### src/hw/rtl/rrf_pkg.sv
// ----------------------------------------------------------------------------
// rrf_pkg: shared types and constants of the request framer
// Parse phases, result codes, token bytes and the structs passed between
// the configuration block, the parse core and the output stage.
// ----------------------------------------------------------------------------
package rrf_pkg;

   // parse phases, one-hot
   typedef enum logic [7:0] {
      PH_ASTERISK = 8'b0000_0001,
      PH_COUNT    = 8'b0000_0010,
      PH_CR       = 8'b0000_0100,
      PH_LF       = 8'b0000_1000,
      PH_DOLLAR   = 8'b0001_0000,
      PH_LENGTH   = 8'b0010_0000,
      PH_PAYLOAD  = 8'b0100_0000,
      PH_COMPLETE = 8'b1000_0000
   } phase_type;

   localparam logic [1:0] KIND_FRAMING  = 2'd0;
   localparam logic [1:0] KIND_PAYLOAD  = 2'd1;
   localparam logic [1:0] KIND_COMPLETE = 2'd2;
   localparam logic [1:0] KIND_ERROR    = 2'd3;

   localparam logic [1:0] ERR_NONE   = 2'd0;
   localparam logic [1:0] ERR_TOKEN  = 2'd1;
   localparam logic [1:0] ERR_COUNT  = 2'd2;
   localparam logic [1:0] ERR_LENGTH = 2'd3;

   localparam logic [7:0] CHAR_ASTERISK = 8'h2A;
   localparam logic [7:0] CHAR_DOLLAR   = 8'h24;
   localparam logic [7:0] CHAR_CR       = 8'h0D;
   localparam logic [7:0] CHAR_LF       = 8'h0A;
   localparam logic [7:0] CHAR_ZERO     = 8'h30;
   localparam logic [7:0] CHAR_NINE     = 8'h39;

   // register indexes
   localparam logic REG_MAX_ARGUMENTS       = 1'b0;
   localparam logic REG_MAX_ARGUMENT_LENGTH = 1'b1;

   localparam logic [7:0]  MAX_ARGUMENTS_RESET       = 8'd255;
   localparam logic [31:0] MAX_ARGUMENT_LENGTH_RESET = 32'd536870912;

   typedef struct packed {
      logic [7:0]  max_arguments;
      logic [31:0] max_argument_length;
   } cfg_type;

   typedef struct packed {
      logic [1:0]  byte_kind;
      logic [7:0]  payload_byte;
      logic [7:0]  argument_index;
      logic [31:0] byte_offset;
      logic        last_of_argument;
      logic [7:0]  argument_count;
      logic [1:0]  error_code;
   } result_type;

endpackage

### src/hw/rtl/rrf_csr.sv
// ----------------------------------------------------------------------------
// rrf_csr: configuration registers
// Holds the argument count and argument length limits behind a simple
// APB-style port with zero wait states.
// ----------------------------------------------------------------------------
module rrf_csr (
   input  logic             clock,
   input  logic             reset,
   input  logic             csr_psel,
   input  logic             csr_penable,
   input  logic             csr_pwrite,
   input  logic [2:0]       csr_paddr,
   input  logic [31:0]      csr_pwdata,
   output logic [31:0]      csr_prdata,
   output logic             csr_pready,
   output rrf_pkg::cfg_type cfg
);
   import rrf_pkg::*;

   logic [7:0]  max_args_ff, max_args_in;
   logic [31:0] max_len_ff, max_len_in;
   logic        wr_en;
   logic        reg_sel;

   assign csr_pready = 1'b1;
   assign wr_en      = csr_psel & csr_penable & csr_pwrite & csr_pready;
   assign reg_sel    = csr_paddr[2];

   always_comb begin
      max_args_in = max_args_ff;
      max_len_in  = max_len_ff;
      if (wr_en) begin
         unique case (reg_sel)
            REG_MAX_ARGUMENTS:       max_args_in = csr_pwdata[7:0];
            REG_MAX_ARGUMENT_LENGTH: max_len_in  = csr_pwdata;
            default:                 max_len_in  = max_len_ff;
         endcase
      end
   end

   always_ff @(posedge clock) begin
      if (reset) begin
         max_args_ff <= MAX_ARGUMENTS_RESET;
         max_len_ff  <= MAX_ARGUMENT_LENGTH_RESET;
      end else begin
         max_args_ff <= max_args_in;
         max_len_ff  <= max_len_in;
      end
   end

   always_comb begin
      unique case (reg_sel)
         REG_MAX_ARGUMENTS:       csr_prdata = {24'd0, max_args_ff};
         REG_MAX_ARGUMENT_LENGTH: csr_prdata = max_len_ff;
         default:                 csr_prdata = 32'd0;
      endcase
   end

   assign cfg.max_arguments       = max_args_ff;
   assign cfg.max_argument_length = max_len_ff;

endmodule

### src/hw/rtl/rrf_core.sv
// ----------------------------------------------------------------------------
// rrf_core: parse state and per-byte classification
// Classifies the incoming byte against the current phase and advances
// the phase, count, length, argument and offset registers on each word.
// ----------------------------------------------------------------------------
module rrf_core #(
   parameter int LENGTH_WIDTH = 32,
   parameter int COUNT_WIDTH  = 8
) (
   input  logic                clock,
   input  logic                reset,
   input  logic                take,
   input  logic [7:0]          data_byte,
   input  rrf_pkg::cfg_type    cfg,
   output rrf_pkg::result_type result
);
   import rrf_pkg::*;

   // stored widths: the 8-bit and 32-bit limit registers cap the values anyway
   localparam int LW = (LENGTH_WIDTH < 32) ? LENGTH_WIDTH : 32;
   localparam int CW = (COUNT_WIDTH < 8) ? COUNT_WIDTH : 8;

   phase_type       phase_ff, phase_in;
   phase_type       after_ff, after_in;
   logic [CW-1:0]   count_ff, count_in;
   logic [7:0]      cur_ff, cur_in;
   logic [LW-1:0]   len_ff, len_in;
   logic [LW-1:0]   off_ff, off_in;

   logic            is_digit;
   logic [3:0]      digit_val;
   logic [CW+3:0]   count_ext, count_next;
   logic            count_over;
   logic [LW+3:0]   len_ext, len_next;
   logic            len_over;
   logic [LW-1:0]   off_plus;
   logic [7:0]      cur_plus;
   logic            finish;
   logic [1:0]      err;

   assign is_digit  = (data_byte >= CHAR_ZERO) && (data_byte <= CHAR_NINE);
   assign digit_val = data_byte[3:0];

   // times ten as two shifted adds
   assign count_ext  = (CW+4)'(count_ff);
   assign count_next = (count_ext << 3) + (count_ext << 1) + (CW+4)'(digit_val);
   assign count_over = (12'(count_next) > 12'(cfg.max_arguments))
                       || (count_next[CW+3:CW] != 4'd0);

   assign len_ext  = (LW+4)'(len_ff);
   assign len_next = (len_ext << 3) + (len_ext << 1) + (LW+4)'(digit_val);
   assign len_over = (36'(len_next) > 36'(cfg.max_argument_length))
                     || (len_next[LW+3:LW] != 4'd0);

   assign off_plus = off_ff + LW'(1);
   assign cur_plus = cur_ff + 8'd1;

   always_comb begin
      phase_in = phase_ff;
      after_in = after_ff;
      count_in = count_ff;
      cur_in   = cur_ff;
      len_in   = len_ff;
      off_in   = off_ff;
      finish   = 1'b0;
      err      = ERR_NONE;
      result.byte_kind        = KIND_FRAMING;
      result.payload_byte     = 8'd0;
      result.argument_index   = 8'd0;
      result.byte_offset      = 32'd0;
      result.last_of_argument = 1'b0;

      unique case (phase_ff)
         PH_COUNT: begin
            if (is_digit) begin
               if (count_over) err = ERR_COUNT;
               else            count_in = count_next[CW-1:0];
            end else if (count_ff == '0) begin
               err = ERR_COUNT;
            end else begin
               phase_in = PH_LF;
               after_in = PH_DOLLAR;
               cur_in   = 8'd0;
            end
         end
         PH_CR: begin
            if (data_byte == CHAR_CR) phase_in = PH_LF;
            else                      err = ERR_TOKEN;
         end
         PH_LF: begin
            if (data_byte != CHAR_LF) begin
               err = ERR_TOKEN;
            end else if (after_ff == PH_COMPLETE) begin
               result.byte_kind = KIND_COMPLETE;
               phase_in = PH_ASTERISK;
               after_in = PH_ASTERISK;
            end else if (after_ff == PH_PAYLOAD && len_ff == '0) begin
               // empty argument ends on its line feed
               result.last_of_argument = 1'b1;
               result.argument_index   = cur_ff;
               finish = 1'b1;
            end else begin
               phase_in = after_ff;
            end
         end
         PH_DOLLAR: begin
            if (data_byte == CHAR_DOLLAR) begin
               len_in   = '0;
               phase_in = PH_LENGTH;
            end else if (data_byte == CHAR_CR) begin
               // bare CR: take the line end, then the length without a dollar
               len_in   = '0;
               phase_in = PH_LF;
               after_in = PH_LENGTH;
            end else begin
               err = ERR_TOKEN;
            end
         end
         PH_LENGTH: begin
            if (is_digit) begin
               if (len_over) err = ERR_LENGTH;
               else          len_in = len_next[LW-1:0];
            end else begin
               phase_in = PH_LF;
               after_in = PH_PAYLOAD;
               off_in   = '0;
            end
         end
         PH_PAYLOAD: begin
            result.byte_kind      = KIND_PAYLOAD;
            result.payload_byte   = data_byte;
            result.argument_index = cur_ff;
            result.byte_offset    = 32'(off_ff);
            off_in = off_plus;
            if (off_plus >= len_ff) begin
               result.last_of_argument = 1'b1;
               finish = 1'b1;
            end
         end
         default: begin
            // expecting the request marker
            if (data_byte == CHAR_ASTERISK) begin
               count_in = '0;
               phase_in = PH_COUNT;
            end else begin
               phase_in = PH_ASTERISK;
               err = ERR_TOKEN;
            end
         end
      endcase

      if (finish) begin
         cur_in   = cur_plus;
         phase_in = PH_CR;
         after_in = (cur_plus < 8'(count_ff)) ? PH_DOLLAR : PH_COMPLETE;
      end

      // any error: drop the request, keep the accumulators
      if (err != ERR_NONE) begin
         result.byte_kind        = KIND_ERROR;
         result.payload_byte     = 8'd0;
         result.argument_index   = 8'd0;
         result.byte_offset      = 32'd0;
         result.last_of_argument = 1'b0;
         phase_in = PH_ASTERISK;
         after_in = PH_ASTERISK;
      end

      result.argument_count = 8'(count_in);
      result.error_code     = err;
   end

   always_ff @(posedge clock) begin
      if (reset) begin
         phase_ff <= PH_ASTERISK;
         after_ff <= PH_ASTERISK;
         count_ff <= '0;
         cur_ff   <= 8'd0;
         len_ff   <= '0;
         off_ff   <= '0;
      end else if (take) begin
         phase_ff <= phase_in;
         after_ff <= after_in;
         count_ff <= count_in;
         cur_ff   <= cur_in;
         len_ff   <= len_in;
         off_ff   <= off_in;
      end
   end

   a_error_restarts: assert property (@(posedge clock) disable iff (reset)
      (take && result.byte_kind == KIND_ERROR) |=> (phase_ff == PH_ASTERISK))
      else $error("parser did not return to request start after an error");

   a_offset_in_range: assert property (@(posedge clock) disable iff (reset)
      (phase_ff == PH_PAYLOAD) |-> (off_ff < len_ff))
      else $error("payload offset reached argument length");

   a_argument_in_range: assert property (@(posedge clock) disable iff (reset)
      (phase_ff == PH_PAYLOAD) |-> (cur_ff < 8'(count_ff)))
      else $error("argument index beyond argument count");

endmodule

### src/hw/rtl/rrf_out_buf.sv
// ----------------------------------------------------------------------------
// rrf_out_buf: result register with skid stage
// Holds classified results for the output channel; the skid entry lets the
// input side take one more word in the cycle the output stalls.
// ----------------------------------------------------------------------------
module rrf_out_buf (
   input  logic                clock,
   input  logic                reset,
   input  logic                in_valid,
   output logic                in_ready,
   input  rrf_pkg::result_type in_data,
   output logic                out_valid,
   input  logic                out_ready,
   output rrf_pkg::result_type out_data
);
   import rrf_pkg::*;

   logic       main_vld_ff, main_vld_in;
   logic       skid_vld_ff, skid_vld_in;
   result_type main_ff, main_in;
   result_type skid_ff, skid_in;
   logic       main_free;

   assign in_ready  = !skid_vld_ff;
   assign main_free = out_ready || !main_vld_ff;

   always_comb begin
      main_vld_in = main_vld_ff;
      skid_vld_in = skid_vld_ff;
      main_in     = main_ff;
      skid_in     = skid_ff;
      if (main_free) begin
         if (skid_vld_ff) begin
            main_in     = skid_ff;
            main_vld_in = 1'b1;
            skid_vld_in = 1'b0;
         end else begin
            main_in     = in_data;
            main_vld_in = in_valid;
         end
      end else if (in_valid && in_ready) begin
         // output stalled: park the word
         skid_in     = in_data;
         skid_vld_in = 1'b1;
      end
   end

   always_ff @(posedge clock) begin
      if (reset) begin
         main_vld_ff <= 1'b0;
         skid_vld_ff <= 1'b0;
      end else begin
         main_vld_ff <= main_vld_in;
         skid_vld_ff <= skid_vld_in;
      end
   end

   always_ff @(posedge clock) begin
      main_ff <= main_in;
      skid_ff <= skid_in;
   end

   assign out_valid = main_vld_ff;
   assign out_data  = main_ff;

   a_skid_behind_main: assert property (@(posedge clock) disable iff (reset)
      skid_vld_ff |-> main_vld_ff)
      else $error("skid entry held while result register empty");

   a_stall_parks: assert property (@(posedge clock) disable iff (reset)
      (in_valid && in_ready && main_vld_ff && !out_ready) |=> skid_vld_ff)
      else $error("word taken during stall was not parked");

   a_skid_drains: assert property (@(posedge clock) disable iff (reset)
      (skid_vld_ff && out_ready) |=> (main_vld_ff && !skid_vld_ff))
      else $error("skid entry did not move to result register");

endmodule

### src/hw/rtl/resp_request_framer.sv
// ----------------------------------------------------------------------------
// resp_request_framer: array-of-bulk-strings request framer
// Takes one request byte per word and returns one classification word per
// byte: framing, payload with argument index and offset, completion, error.
// ----------------------------------------------------------------------------
// Each result word is registered: in the result register, or in the skid entry while the output stalls.
// Throughput: one byte per cycle while req_tready is high; the parse state updates in the accept cycle.
// A skid entry behind the result register keeps req_tready high while the
// output stalls, until the skid entry itself is full.
// Reset (synchronous) returns the parser to expect '*' and loads the limits
// with 255 arguments and 536870912 bytes; no clearing pass is needed.
module resp_request_framer #(
   parameter int LENGTH_WIDTH = 32,
   parameter int COUNT_WIDTH  = 8
) (
   input  logic        clock,
   input  logic        reset,
   // request channel
   input  logic        req_tvalid,
   output logic        req_tready,
   input  logic [7:0]  req_tdata,   // [7:0] data_byte
   // result channel
   output logic        rsp_tvalid,
   input  logic        rsp_tready,
   output logic [63:0] rsp_tdata,   // [7:0] payload_byte, [15:8] argument_index,
                                    // [47:16] byte_offset, [55:48] argument_count,
                                    // [57:56] error_code, [63:58] zero
   output logic [1:0]  rsp_tuser,   // [1:0] byte_kind
   output logic        rsp_tlast,   // last_of_argument
   // configuration
   input  logic        csr_psel,
   input  logic        csr_penable,
   input  logic        csr_pwrite,
   input  logic [2:0]  csr_paddr,
   input  logic [31:0] csr_pwdata,
   output logic [31:0] csr_prdata,
   output logic        csr_pready
);
   import rrf_pkg::*;

   cfg_type    cfg;
   result_type core_res;
   result_type out_res;
   logic       take;

   assign take = req_tvalid && req_tready;

   rrf_csr u_csr (
      .clock       (clock),
      .reset       (reset),
      .csr_psel    (csr_psel),
      .csr_penable (csr_penable),
      .csr_pwrite  (csr_pwrite),
      .csr_paddr   (csr_paddr),
      .csr_pwdata  (csr_pwdata),
      .csr_prdata  (csr_prdata),
      .csr_pready  (csr_pready),
      .cfg         (cfg)
   );

   rrf_core #(
      .LENGTH_WIDTH (LENGTH_WIDTH),
      .COUNT_WIDTH  (COUNT_WIDTH)
   ) u_core (
      .clock     (clock),
      .reset     (reset),
      .take      (take),
      .data_byte (req_tdata),
      .cfg       (cfg),
      .result    (core_res)
   );

   rrf_out_buf u_out_buf (
      .clock     (clock),
      .reset     (reset),
      .in_valid  (req_tvalid),
      .in_ready  (req_tready),
      .in_data   (core_res),
      .out_valid (rsp_tvalid),
      .out_ready (rsp_tready),
      .out_data  (out_res)
   );

   assign rsp_tdata = {6'd0, out_res.error_code, out_res.argument_count,
                       out_res.byte_offset, out_res.argument_index,
                       out_res.payload_byte};
   assign rsp_tuser = out_res.byte_kind;
   assign rsp_tlast = out_res.last_of_argument;

endmodule
### config.mk
export PLATFORM = sky130hd
export DESIGN_NAME = resp_request_framer
export DESIGN_NICKNAME = d
export VERILOG_FILES = /design/src/hw/rtl/rrf_pkg.sv /design/src/hw/rtl/rrf_csr.sv /design/src/hw/rtl/rrf_core.sv /design/src/hw/rtl/rrf_out_buf.sv /design/src/hw/rtl/resp_request_framer.sv
export SDC_FILE = /design/constraint.sdc
export NUM_CORES = 1
export LEC_CHECK = 0
export BUFFER_PORTS_ARGS = -buffer_cell sky130_fd_sc_hd__buf_2
export CAP_MARGIN = 20
export CORE_MARGIN = 1.5
export CORE_UTILIZATION = 30
export DETAILED_ROUTE_END_ITERATION = 12
export PLACE_DENSITY_LB_ADDON = 0.08
export SLEW_MARGIN = 20
export SYNTH_ARGS = -nofsm -noshare
export SYNTH_HDL_FRONTEND = slang
export SYNTH_SLANG_ARGS = --single-unit
### constraint.sdc
create_clock -name clock -period 10.3 [get_ports clock]
set_input_delay 1.03 -clock clock [delete_from_list [all_inputs] [get_ports clock]]
set_output_delay 1.03 -clock clock [all_outputs]
set_load 0.02 [all_outputs]
==> results.json <==
{
  "status": "finished clean",
  "relSlewSlack": 0.347,
  "cts_setup_buffers": 0,
  "hold_depth": 2,
  "ant_nets": 0,
  "grt_pass1_vias": 12300,
  "drc": 0,
  "period_share": 0.608,
  "fmax_mhz": 160,
  "layout.cells.non_filler": 2477,
  "dr.pass1.iters": 5,
  "netlist_area_sq_um": 15800,
  "hold_buffers": 0,
  "track_usage": 0.171,
  "final_cell_mix": "nand2_1, ha_1, buf_2",
  "cp_max_fo": 7,
  "synth_seq_cells": 257,
  "dpl.cell_count": 2415,
  "final_nets": 1984,
  "antenna_found_initial": 0,
  "ys_warn_count": 0,
  "totalWireLength_um": 45700,
  "grt-busiest-layer": "met2",
  "num_antenna_cells": 0,
  "cp-end-kind": "flip-flop",
  "crit_chain": "buf_2 > fa_1 > fa_1 > a21o_1 > a221oi_4 > o21ba_1 > o21ai_0 > a31oi_1 > o21ai_0 > xnor2_1 > ha_1 > and4_1 > a221oi_1 > o211a_1 > a21oi_1 > a211oi_4 > a31oi_4 > nor3_1 > a31oi_1",
  "yosysUniqueCellTypes": 87,
  "detail_route.wl_per_cell_um": 18.4,
  "peakVddDrop_mv": 0.0841,
  "power_frac_clock": 0.465,
  "die_w_um": 232,
  "drt-initial-drc-count": 643,
  "yosys.area.top_type": "edfxtp_1",
  "io_buffers": 142,
  "grt_max_degree": 64,
  "ys_seq_area_frac": 0.403,
  "clock-sinks": 257,
  "timing.reg2reg.worst_path_depth": 18,
  "cts-buffers-inserted": 34,
  "start_util": 0.306,
  "final_common_cell": "nand2_1",
  "grt_pass1_wl_um": 72100,
  "die_area_sq_um": 54000,
  "switching_power_mw": 0.589,
  "hold_violations": 0,
  "seq_power_share": 0.469,
  "synthCells": 1656,
  "swShare": 0.250,
  "gp_routability_congestion": 0.857,
  "clockBufferDepth": 3,
  "cts_tree": "built",
  "htreeDepth": 2,
  "yosys_most_used_dff": "dfxtp_1",
  "drv_slew": 0,
  "required_ps": 10560,
  "synth_edf_count": 122,
  "startpoint_type": "input pin",
  "p_leak_nw": 7.52,
  "io_pins": 152,
  "crit_slowest_cell": "fa_1",
  "die_h_um": 232,
  "p_comb_frac": 0.066,
  "critPathMaxStageDelay_ps": 560,
  "setup_viol": 0,
  "fin_setup_tns_ps": 0,
  "fin_crit_ps": 6260,
  "pwr_density_cell_nw_per_um2": 130,
  "use_met3": 0.0280,
  "core_sq_um": 51600,
  "grtUsageMet2": 0.261,
  "arrival_ps": 6530,
  "tightest_slew_ps": 975,
  "skew_ps": 36.9,
  "via_per_inst": 5.07,
  "clkTransAtPathRegs_ps": 60,
  "intPower_mw": 1.77,
  "clk-insertion-delay-late_ps": 560,
  "root_buffer": "clkbuf_16",
  "cts_resized": 0,
  "async_flop_share": 0,
  "rsz0062_at_grt": "no",
  "synth.top_cells.by_area": "edfxtp_1, dfxtp_1, ha_1",
  "num_rows": 83,
  "overflow": 0,
  "gr-usage-met1": 0.249,
  "vias": 12500,
  "hp-class": "reg -> reg",
  "crit_type": "in -> reg",
  "maxCapViolCount": 0,
  "avgSynthCellArea_sq_um": 9.53,
  "drive_above_1_share": 0.162,
  "synth_top_area_share": 0.232,
  "dp_hpwl_um": 33800,
  "syn_to_final_growth_pct": 14.8
}
==> per-stage QoR <==
stage | util | setup WS, ps | hold slack, ps | power, mW | instance area, sq um
after floorplan | - | 4550 | 436 | 1.23 | 15800
after global placement | 0.331 | 3500 | 444 | 1.28 | 17100
after detailed placement | 0.331 | 3390 | 446 | 1.29 | 17100
after CTS | 0.351 | 4000 | 454 | 2.40 | 18100
after global routing | 0.351 | 3630 | 470 | 2.46 | 18100
final | 0.351 | 4040 | 452 | 2.36 | 18100
==> power by group through the flow <==
stage	clock network [mW]	registers (mW)	logic (mW)
2_1_floorplan	0	1.15	0.0813
3_3_place_gp	0	1.13	0.157
3_5_place_dp	0	1.13	0.158
4_1_cts	1.14	1.11	0.159
5_1_grt	1.18	1.11	0.173
6_report	1.10	1.11	0.156
==> registers in the layout, summed over array words and instances, names as in the netlist <==
signal	cells
u_csr.max_len_ff	32
u_out_buf.skid_ff	61
u_core.after_ff	5
u_csr.max_args_ff	8
u_core.len_ff	32
u_out_buf.out_valid	1
u_core.phase_ff	8
u_core.off_ff	32
u_out_buf.skid_vld_ff	1
u_core.count_ff	8
u_out_buf.out_data	61
u_core.cur_ff	8
==> cells by family after synthesis <==
group / after synthesis / share of synthesized area
XOR/XNOR: 67 / 0.0377
buffers and inverters: 179 / 0.0471
AND/OR/NAND/NOR: 540 / 0.170
AO/OA/AOI/OAI: 387 / 0.167
adder cells (fa/ha/maj): 163 / 0.131
multiplexers: 61 / 0.0433
flip-flops: 257 / 0.403
other: 2 / 0.000476
==> routing by layer <==
layer,part of all wire,up-vias,wire length [um]
met4,0.018,0,808
met1,0.50,5970,23000
met5,0,-,0
li1,-,6266,-
met2,0.44,259,19900
met3,0.043,52,1970
==> final timing paths <==
kind                            end            startpoint  slack (ps)
min reg2reg    u_csr.max_len_ff[20]  u_csr.max_len_ff[20]         450
max reg2reg  u_out_buf.out_data[59]      u_core.len_ff[0]        4230
max          u_out_buf.out_data[59]          req_tdata[3]        4040
min            u_csr.max_len_ff[20]  u_csr.max_len_ff[20]         450
==> cells in the mapped netlist, types with 8 or more instances <==
library cell  instances
dfxtp_1             135
xnor2_1              40
nor2_1              129
nand3_1              45
and3_1               16
nor2b_1              13
xor2_1               26
a31oi_1              12
a211oi_1             20
a22o_1               39
nand3b_1              8
a22oi_1              21
a21oi_1             125
nand4_1              26
nor3_1               21
mux2_2               57
and2_1               52
inv_1                94
a21o_1               19
o21ai_0              59
nor4_1               14
ha_1                159
clkbuf_1             63
o211ai_1             15
edfxtp_1            122
nand2_1             160
buf_4                 9
or3_1                14
==> cell type report <==
type / count / area [sq um]
clock buffers: 44 / 898
multi-input cells: 1225 / 8710
inverters: 97 / 364
fillers: 5378 / 33500
repair buffers: 156 / 816
flip-flops and latches: 257 / 6370
clock inverters: 18 / 113
well taps: 680 / 851
==> critical path: cells and delay by family <==
| kind | cells | cell delay, ps |
|---|---|---|
| compound gates | 12 | 2910 |
| fa+ha+maj | 3 | 1350 |
| simple gates | 2 | 700 |
| xor+xnor | 1 | 350 |
| buf+inv | 1 | 180 |
Note: power is estimated with default switching activity, not from simulation.
